$ cat src/cnm_pkg.sv
// package for the can network management mode machine
// holds event codes, mode and substate encodings, state and result structs
// no dependencies
package cnm_pkg;

  typedef enum logic [2:0] {
    CMD_MAIN    = 3'd0,
    CMD_RX      = 3'd1,
    CMD_REQUEST = 3'd2,
    CMD_RELEASE = 3'd3,
    CMD_TIMEOUT = 3'd4,
    CMD_SLEEP   = 3'd5,
    CMD_INIT    = 3'd6
  } cmd_e;

  typedef enum logic [2:0] {
    MODE_SLEEP = 3'b001,
    MODE_NET   = 3'b010,
    MODE_PREP  = 3'b100
  } mode_e;

  typedef enum logic [3:0] {
    SUB_NONE   = 4'b0001,
    SUB_REPEAT = 4'b0010,
    SUB_READY  = 4'b0100,
    SUB_NORMAL = 4'b1000
  } sub_e;

  typedef enum logic [1:0] {
    WK_SLEEP   = 2'd0,
    WK_PASSIVE = 2'd1,
    WK_ACTIVE  = 2'd2
  } wake_e;

  typedef enum logic [1:0] {
    TS_STOPPED = 2'd0,
    TS_RUNNING = 2'd1,
    TS_TIMEOUT = 2'd2
  } tstat_e;

  localparam int unsigned NUM_TIMERS = 4;

  localparam logic [1:0] TM_REP = 2'd0;
  localparam logic [1:0] TM_NM  = 2'd1;
  localparam logic [1:0] TM_BUS = 2'd2;
  localparam logic [1:0] TM_CYC = 2'd3;

  localparam logic [1:0] MODE_CODE_SLEEP = 2'd0;
  localparam logic [1:0] MODE_CODE_NET   = 2'd1;
  localparam logic [1:0] MODE_CODE_PREP  = 2'd2;

  localparam logic [1:0] SUB_CODE_NONE   = 2'd0;
  localparam logic [1:0] SUB_CODE_REPEAT = 2'd1;
  localparam logic [1:0] SUB_CODE_READY  = 2'd2;
  localparam logic [1:0] SUB_CODE_NORMAL = 2'd3;

  localparam logic [7:0] PDU_FIRST_BYTE_RST = 8'd11;

  typedef struct packed {
    mode_e                     mode;
    sub_e                      sub;
    wake_e                     wake;
    tstat_e [NUM_TIMERS-1:0]   tstat;
    logic                      net_req;
    logic                      rx_flag;
    logic                      tx_flag;
    logic                      rbit_seen;
    logic                      rep_req;
    logic                      send_rep;
  } nm_state_t;

  typedef struct packed {
    logic                  send_nm_pdu;
    logic [NUM_TIMERS-1:0] restart_mask;
    logic [NUM_TIMERS-1:0] start_mask;
    logic [NUM_TIMERS-1:0] stop_mask;
    logic [1:0]            nm_mode;
    logic [1:0]            substate;
    logic                  net_req;
  } nm_result_t;

  localparam nm_state_t NM_STATE_RST = '{
    mode:      MODE_SLEEP,
    sub:       SUB_NONE,
    wake:      WK_SLEEP,
    tstat:     {NUM_TIMERS{TS_STOPPED}},
    net_req:   1'b0,
    rx_flag:   1'b0,
    tx_flag:   1'b0,
    rbit_seen: 1'b0,
    rep_req:   1'b0,
    send_rep:  1'b0
  };

  function automatic logic [1:0] mode_code(mode_e m);
    logic [1:0] c;
    c = MODE_CODE_SLEEP;
    unique case (m)
      MODE_SLEEP: c = MODE_CODE_SLEEP;
      MODE_NET:   c = MODE_CODE_NET;
      MODE_PREP:  c = MODE_CODE_PREP;
      default:    c = MODE_CODE_SLEEP;
    endcase
    return c;
  endfunction

  function automatic logic [1:0] sub_code(sub_e s);
    logic [1:0] c;
    c = SUB_CODE_NONE;
    unique case (s)
      SUB_NONE:   c = SUB_CODE_NONE;
      SUB_REPEAT: c = SUB_CODE_REPEAT;
      SUB_READY:  c = SUB_CODE_READY;
      SUB_NORMAL: c = SUB_CODE_NORMAL;
      default:    c = SUB_CODE_NONE;
    endcase
    return c;
  endfunction

endpackage

$ cat src/cnm_event.sv
// event decode and next-state logic of the network management mode machine
// combinational: current state plus one event gives next state and one result
// depends on cnm_pkg
module cnm_event import cnm_pkg::*; (
  input  nm_state_t  st_i,
  input  logic [2:0] cmd_i,
  input  logic       rx_repeat_bit_i,
  input  logic [1:0] timer_id_i,
  output nm_state_t  st_o,
  output nm_result_t res_o
);

  nm_state_t             s;
  logic                  send;
  logic [NUM_TIMERS-1:0] m_restart;
  logic [NUM_TIMERS-1:0] m_start;
  logic [NUM_TIMERS-1:0] m_stop;

  always_comb begin
    s         = st_i;
    send      = 1'b0;
    m_restart = '0;
    m_start   = '0;
    m_stop    = '0;

    unique case (cmd_e'(cmd_i))
      CMD_MAIN: begin
        unique case (st_i.mode)
          MODE_SLEEP: begin
            if (s.wake != WK_SLEEP) begin
              s.tstat[TM_NM]  = TS_RUNNING;
              s.tstat[TM_REP] = TS_RUNNING;
              m_start[TM_NM]  = 1'b1;
              m_start[TM_REP] = 1'b1;
              s.mode          = MODE_NET;
              s.sub           = SUB_REPEAT;
              s.send_rep      = 1'b1;
            end
          end
          MODE_NET: begin
            unique case (st_i.sub)
              SUB_REPEAT: begin
                if (s.send_rep) begin
                  s.send_rep = 1'b0;
                  send       = 1'b1;
                end
                if (s.tstat[TM_NM] == TS_TIMEOUT || s.rx_flag || s.tx_flag) begin
                  m_restart[TM_NM] = 1'b1;
                  s.rx_flag        = 1'b0;
                end
                if (s.tstat[TM_REP] == TS_TIMEOUT && s.tstat[TM_NM] == TS_RUNNING) begin
                  m_restart[TM_NM] = 1'b1;
                  if (!s.net_req) begin
                    s.sub           = SUB_READY;
                    m_start[TM_BUS] = 1'b1;
                  end else begin
                    m_start[TM_CYC] = 1'b1;
                    s.sub           = SUB_NORMAL;
                  end
                end
              end
              SUB_READY: begin
                if (s.rx_flag) begin
                  s.rx_flag        = 1'b0;
                  m_restart[TM_NM] = 1'b1;
                  if (s.rbit_seen) begin
                    s.rep_req = 1'b1;
                  end
                end else if (s.tx_flag) begin
                  m_restart[TM_NM] = 1'b1;
                  s.sub            = SUB_NORMAL;
                end
                if (s.tstat[TM_NM] == TS_TIMEOUT) begin
                  s.sub             = SUB_NONE;
                  s.mode            = MODE_PREP;
                  s.tstat[TM_BUS]   = TS_RUNNING;
                  s.tstat[TM_NM]    = TS_STOPPED;
                  m_restart[TM_BUS] = 1'b1;
                end
                if (s.rep_req) begin
                  s.rep_req         = 1'b0;
                  s.sub             = SUB_REPEAT;
                  s.send_rep        = 1'b1;
                  s.tstat[TM_REP]   = TS_RUNNING;
                  m_restart[TM_REP] = 1'b1;
                end
              end
              SUB_NORMAL: begin
                send = 1'b1;
                if (s.rx_flag || s.tx_flag) begin
                  m_restart[TM_NM] = 1'b1;
                  s.rx_flag        = 1'b0;
                  if (s.rbit_seen) begin
                    s.rep_req = 1'b1;
                  end
                end
                if (s.rep_req) begin
                  s.rep_req         = 1'b0;
                  s.sub             = SUB_REPEAT;
                  s.send_rep        = 1'b1;
                  s.tstat[TM_REP]   = TS_RUNNING;
                  m_restart[TM_REP] = 1'b1;
                end else if (!s.net_req) begin
                  s.sub = SUB_READY;
                end else if (s.tx_flag) begin
                  s.tx_flag = 1'b0;
                end
              end
              default: begin
              end
            endcase
          end
          MODE_PREP: begin
            if (s.tstat[TM_BUS] == TS_TIMEOUT) begin
              s.mode      = MODE_SLEEP;
              s.wake      = WK_SLEEP;
              s.sub       = SUB_NONE;
              s.tstat     = {NUM_TIMERS{TS_STOPPED}};
              m_stop      = '1;
              s.net_req   = 1'b0;
              s.rx_flag   = 1'b0;
              s.tx_flag   = 1'b0;
              s.rbit_seen = 1'b0;
              s.rep_req   = 1'b0;
            end
            if (s.rx_flag || s.tx_flag) begin
              s.mode          = MODE_NET;
              s.tstat[TM_NM]  = TS_RUNNING;
              s.tstat[TM_REP] = TS_RUNNING;
              s.sub           = SUB_REPEAT;
              s.send_rep      = 1'b1;
              m_start[TM_REP] = 1'b1;
            end
          end
          default: begin
          end
        endcase
      end
      CMD_RX: begin
        s.rx_flag   = 1'b1;
        s.rbit_seen = rx_repeat_bit_i;
        if (st_i.mode == MODE_SLEEP) begin
          s.wake = WK_PASSIVE;
        end
      end
      CMD_REQUEST: begin
        s.net_req       = 1'b1;
        s.tx_flag       = 1'b1;
        s.tstat[TM_CYC] = TS_RUNNING;
        if (st_i.mode == MODE_SLEEP) begin
          s.wake = WK_ACTIVE;
        end
      end
      CMD_RELEASE: begin
        s.net_req       = 1'b0;
        s.tstat[TM_CYC] = TS_STOPPED;
        s.tx_flag       = 1'b0;
        m_stop[TM_CYC]  = 1'b1;
      end
      CMD_TIMEOUT: begin
        s.tstat[timer_id_i] = TS_TIMEOUT;
      end
      CMD_SLEEP, CMD_INIT: begin
        s.mode      = MODE_SLEEP;
        s.wake      = WK_SLEEP;
        s.sub       = SUB_NONE;
        s.tstat     = {NUM_TIMERS{TS_STOPPED}};
        m_stop      = '1;
        s.net_req   = 1'b0;
        s.rx_flag   = 1'b0;
        s.tx_flag   = 1'b0;
        s.rbit_seen = 1'b0;
        s.rep_req   = 1'b0;
        if (cmd_e'(cmd_i) == CMD_INIT) begin
          m_start = '1;
        end
      end
      default: begin
      end
    endcase
  end

  assign st_o = s;

  assign res_o.send_nm_pdu  = send;
  assign res_o.restart_mask = m_restart;
  assign res_o.start_mask   = m_start;
  assign res_o.stop_mask    = m_stop;
  assign res_o.nm_mode      = mode_code(s.mode);
  assign res_o.substate     = sub_code(s.sub);
  assign res_o.net_req      = s.net_req;

endmodule

$ cat src/cnm_out_reg.sv
// result register of the network management mode machine
// holds one result until taken; loads a new one in the cycle the old one leaves
// depends on cnm_pkg
module cnm_out_reg import cnm_pkg::*; (
  input  logic       clk_i,
  input  logic       rst_ni,
  input  logic       load_i,
  input  nm_result_t res_i,
  output logic       space_o,
  output logic       valid_o,
  input  logic       ready_i,
  output nm_result_t res_o
);

  logic       valid_q;
  logic       valid_d;
  nm_result_t res_q;

  assign space_o = !valid_q || ready_i;
  assign valid_d = load_i || (valid_q && !ready_i);

  always_ff @(posedge clk_i or negedge rst_ni) begin
    if (!rst_ni) begin
      valid_q <= 1'b0;
    end else begin
      valid_q <= valid_d;
    end
  end

  always_ff @(posedge clk_i) begin
    if (load_i) begin
      res_q <= res_i;
    end
  end

  assign valid_o = valid_q;
  assign res_o   = res_q;

endmodule

$ cat src/can_network_management_fsm_core.sv
// top level of the can network management mode machine
// holds mode, substate, timer and flag state; uses cnm_event, cnm_out_reg, cnm_pkg
//
// channel  direction  handshake                 payload
// in       to core    in_valid_i / in_ready_o   cmd_i, rx_repeat_bit_i, timer_id_i
// out      from core  out_valid_o / out_ready_i send_nm_pdu_o, timer_*_mask_o, nm_mode_o,
//                                               network_substate_o, net_request_o
// cfg      to core    cfg_valid_i / cfg_ready_o cfg_pdu_first_byte_i
//
// one transaction in gives one transaction out, held in the result register until taken
// an input is taken every cycle while the result register is empty or being drained
// the state update and result are computed combinationally from the state registers
// reset returns to bus sleep with all timers stopped; no clearing pass
// a stalled output holds the result and blocks new input until it is taken
module can_network_management_fsm_core import cnm_pkg::*; (
  input  logic       clk_i,
  input  logic       rst_ni,
  input  logic       in_valid_i,
  output logic       in_ready_o,
  input  logic [2:0] cmd_i,
  input  logic       rx_repeat_bit_i,
  input  logic [1:0] timer_id_i,
  output logic       out_valid_o,
  input  logic       out_ready_i,
  output logic       send_nm_pdu_o,
  output logic [3:0] timer_restart_mask_o,
  output logic [3:0] timer_start_mask_o,
  output logic [3:0] timer_stop_mask_o,
  output logic [1:0] nm_mode_o,
  output logic [1:0] network_substate_o,
  output logic       net_request_o,
  input  logic       cfg_valid_i,
  output logic       cfg_ready_o,
  input  logic [7:0] cfg_pdu_first_byte_i
);

  nm_state_t  state_q;
  nm_state_t  state_d;
  nm_result_t res_d;
  nm_result_t res_q;
  logic       accept;
  logic       space;
  logic [7:0] pdu_first_byte_q;

  assign in_ready_o  = space;
  assign accept      = in_valid_i && space;
  assign cfg_ready_o = 1'b1;

  cnm_event u_event (
    .st_i            (state_q),
    .cmd_i           (cmd_i),
    .rx_repeat_bit_i (rx_repeat_bit_i),
    .timer_id_i      (timer_id_i),
    .st_o            (state_d),
    .res_o           (res_d)
  );

  always_ff @(posedge clk_i or negedge rst_ni) begin
    if (!rst_ni) begin
      state_q <= NM_STATE_RST;
    end else if (accept) begin
      state_q <= state_d;
    end
  end

  always_ff @(posedge clk_i or negedge rst_ni) begin
    if (!rst_ni) begin
      pdu_first_byte_q <= PDU_FIRST_BYTE_RST;
    end else if (cfg_valid_i) begin
      pdu_first_byte_q <= cfg_pdu_first_byte_i;
    end
  end

  cnm_out_reg u_out_reg (
    .clk_i   (clk_i),
    .rst_ni  (rst_ni),
    .load_i  (accept),
    .res_i   (res_d),
    .space_o (space),
    .valid_o (out_valid_o),
    .ready_i (out_ready_i),
    .res_o   (res_q)
  );

  assign send_nm_pdu_o        = res_q.send_nm_pdu;
  assign timer_restart_mask_o = res_q.restart_mask;
  assign timer_start_mask_o   = res_q.start_mask;
  assign timer_stop_mask_o    = res_q.stop_mask;
  assign nm_mode_o            = res_q.nm_mode;
  assign network_substate_o   = res_q.substate;
  assign net_request_o        = res_q.net_req;

endmodule

$ cat config.mk
export PLATFORM = sky130hd
export DESIGN_NAME = can_network_management_fsm_core
export DESIGN_NICKNAME = d
export VERILOG_FILES = /design/src/cnm_pkg.sv /design/src/cnm_event.sv /design/src/cnm_out_reg.sv /design/src/can_network_management_fsm_core.sv
export SDC_FILE = /design/constraint.sdc
export NUM_CORES = 1
export LEC_CHECK = 0
export BUFFER_PORTS_ARGS = -buffer_cell sky130_fd_sc_hd__clkbuf_2
export CAP_MARGIN = 20
export CORE_ASPECT_RATIO = 1.4
export CORE_MARGIN = 5
export CORE_UTILIZATION = 45
export CTS_CLUSTER_SIZE = 30
export DETAILED_ROUTE_END_ITERATION = 6
export PLACE_DENSITY = 0.74
export SLEW_MARGIN = 20
export SYNTH_ARGS = -nofsm -noshare
export SYNTH_HDL_FRONTEND = slang
export SYNTH_SLANG_ARGS = --single-unit
export TNS_END_PERCENT = 30
$ cat constraint.sdc
create_clock -name clk_i -period 2.4 [get_ports clk_i]
set_input_delay 0.24 -clock clk_i [delete_from_list [all_inputs] [get_ports clk_i]]
set_output_delay 0.24 -clock clk_i [all_outputs]
set_load 0.1 [all_outputs]
==> impl_metrics.toml <==
[status]
status = "finished clean"

[detailed_routing]
drc = 0
wl_microns = 6620
vias = 2340
wl_per_cell_microns = 17.0
ant_nets = 0
firstDrtPassIters = 5
drtIter0Drc = 130
routed_via_density = 6.00

[synthesis]
syn_avg_cell_area_sq_um = 9.11
yosysMostFrequentCell = "nand2_1"
yosys.area_share.simple_pct = 26.4
synth_top_family_by_area = "simple AND/OR/NAND/NOR gates"
yosys.area.top_type = "dfrtp_1"
synth-xor-area-share_pct = 2.07
ys.flop_type = "dfrtp_1"
synthArstFlopShare_pct = 58.3
yosys.area.top_type_share_pct = 18.7
synth_warnings = 0
synth_seq_cells = 36
synth.distinct_cells = 67
synth_mux_area_share_pct = 0.443
ys_top_cells_by_count = "nand2_1, o21ai_0, a21oi_1"
synthAdderAreaFrac_pct = 0.787
synth_edf_count = 15
ys_seq_area_share_pct = 38.5
synth_cells = 279
synth.net_count = 299
synth_compound_area_share_pct = 25.3
synth_area_leaders = "dfrtp_1, edfxtp_1, o21ai_0"
syn-cell-area_sq_um = 2540

[global_route]
met1_usage_pct = 21.5
busiest_layer = "met2"
grt_max_degree = 22
use_met2_pct = 33.3
grt_pass1_wl_microns = 10900
use_met3_pct = 2.76
overflow = 0
grt_pass1_vias = 2287
antenna_found_initial = 0
track_usage_pct = 19.2

[layout]
drive_gt1_share_pct = 27.6
synthToLayoutAreaGrowth_pct = 16.1
fillerInstances = 497
fin_area_sq_um = 2950
antenna_cells = 0
nets = 341

[sta]
final-max-slew-violation-count = 0
finalCritPeriodShare_pct = 96.6
finalSetupViolCount = 0
tns_ns = 0
max_slew_margin_pct = 63.5
grt_setup_unrepaired = "false"
fmax_mhz = 431
fin_crit_ns = 2.32
hold_viol = 0
worst_pin_slew_ns = 0.547
clock_skew_ns = 0.00289

[clock_network]
cts_tree = "done"
cts_sinks = 36
cts_inserted_buffers = 5
cts_setup_buffers = 0
clockBufferDepth = 2
insertion_delay_ns = 0.29
cts-root-buf = "clkbuf_8"
clk_pin_slew_ns = 0.07
htreeDepth = 2

[hold_path]
hp-class = "in -> reg"
holdCritStartpoint = "in_valid_i"
min_path_cells = 2
hold_path_end = "u_out_reg.valid_o"

[pwr]
combPwrFrac_pct = 34.3
irDropWorstVdd_mv = 0.413
p_switching_mw = 0.739
leakage_nw = 1.15
p_int_mw = 1.13
power.density_nw_per_um2 = 634
p_sw_share_pct = 39.5
pwr-share-seq_pct = 43.6
power_frac_clock_pct = 22.1

[setup_path]
start_kind = "flop"
cp_num_buf_inv = 0
criticalPathCategory = "reg -> reg"
r2r_setup_slack_ns = 0.08
cp_cell_sequence = "or3b_4, o211ai_4, nand2_4, a311oi_4, xnor2_1, and3_1"
crit_slowest_cell = "dfstp_2"
cpPeakStageDelay_ns = 0.55
r2r_cells = 6
end_kind = "flop"
path_delay_family = "compound AO/OA/AOI/OAI gates"
critical_path_required_ns = 2.45
r2r-end = "u_out_reg.res_o[2]"
worst-endpoint-arrival_ns = 2.37
crit_fanout = 6
r2r-start = "state_q[20]"

[place]
placed_cell_area_sq_um = 2850
hpwlAfterDp_microns = 5220
io_buffers = 28
gp_congestion = 0.968

[floorplanning]
die_w_microns = 73.5
dieArea_sq_um = 7270
rows = 32
io_pins = 40
die_h_microns = 98.9
core_area_sq_um = 5490
initial_core_util_pct = 46.4

[flow_run]
maxCapViolCount = 0
-- power by group through the flow --
stage / sequential, mW / clock (mW) / combinational (mW)
after floorplan: 0.891 / 0 / 0.413
after global placement: 0.821 / 0 / 0.624
after detailed placement: 0.825 / 0 / 0.634
after CTS: 0.813 / 0.423 / 0.637
after global routing: 0.824 / 0.452 / 0.690
final: 0.815 / 0.414 / 0.643
-- through the flow --
step / std cells / power, mW / utilization (%) / setup WS (ns) / hold WS, ns
floorplan: 279 / 1.30 / - / 0.0487 / -0.0556
global placement: 381 / 1.44 / 52.0 / 0.175 / 0.243
detailed placement: 381 / 1.46 / 52.0 / 0.111 / 0.253
CTS: 390 / 1.87 / 53.7 / 0.103 / 0.148
global route: 390 / 1.97 / 53.8 / 0.0117 / 0.167
finish: 390 / 1.87 / 53.8 / 0.0811 / 0.148
-- state kept, by name, summed over array words and instances, names as in the netlist --
| name | cells |
|---|---|
| state_q | 20 |
| u_out_reg.res_o | 15 |
| u_out_reg.valid_o | 1 |
-- how the worst max path moves through the flow --
stage                            from                 end  slack (ns)  depth (start not counted)
floorplan           u_out_reg.valid_o          state_q[5]        0.05                          4
global placement          state_q[20]  u_out_reg.res_o[2]        0.18                          6
finish                    state_q[20]  u_out_reg.res_o[2]        0.08                          6
CTS                       state_q[20]  u_out_reg.res_o[2]        0.10                          6
detailed placement        state_q[20]  u_out_reg.res_o[2]        0.11                          6
global route              state_q[22]          state_q[6]        0.01                          6
-- logic make-up after synthesis --
family                     count (synthesis)
xor gates and xnor gates                   6
other                                      2
muxes                                      1
and+or+nand+nor                          112
buffers and inverters                     28
DFF                                       36
AOI/OAI and AO/OA                         93
adders and majority gates                  1
-- timing repair --
item / in CTS / in global routing
hold endpoints to repair: 19 / 0
hold buffers: 1 / 0
endpoints found under the setup margin: 0 / 1
resized for setup: 0 / 1
-- layer usage --
layer / vias to the layer above / routed length (microns)
met5: - / 0
met4: 0 / 312
met3: 26 / 334
met2: 89 / 3440
met1: 1107 / 2530
li1: 1118 / -
-- final cells by class --
type                       count  area, sq um  share of cell area, %
clock buffer                   5         68.8                   2.33
clock inverter                 3         13.8                  0.466
inverter                       5         20.0                  0.678
multi-input combinational    215         1420                   48.0
sequential                    36          980                   33.2
tap                           68         85.1                   2.88
timing repair buffer          58          368                   12.5
-- layout by cell type (no fill, tap or decap), types with 3 or more instances in the layout --
cell / Yosys / layout
a21o_1: 3 / 3
a21oi_1: 21 / 21
a22o_1: 3 / 3
a22oi_1: 4 / 4
a31oi_1: 4 / 4
a32oi_1: 3 / 3
buf_4: 6 / 29
clkbuf_2: 0 / 28
clkbuf_8: 0 / 5
clkinv_2: 0 / 3
dfrtp_1: 19 / 18
edfxtp_1: 15 / 15
inv_1: 4 / 4
nand2_1: 29 / 29
nand2b_1: 9 / 8
nand3_1: 16 / 16
nor2_1: 20 / 20
nor2b_1: 5 / 5
nor3_1: 3 / 3
nor3b_1: 4 / 4
o21ai_0: 27 / 27
o21ai_1: 4 / 4
o31ai_1: 4 / 4
or3_1: 3 / 3
xnor2_1: 5 / 5
Power figures use the tool's default switching activity.
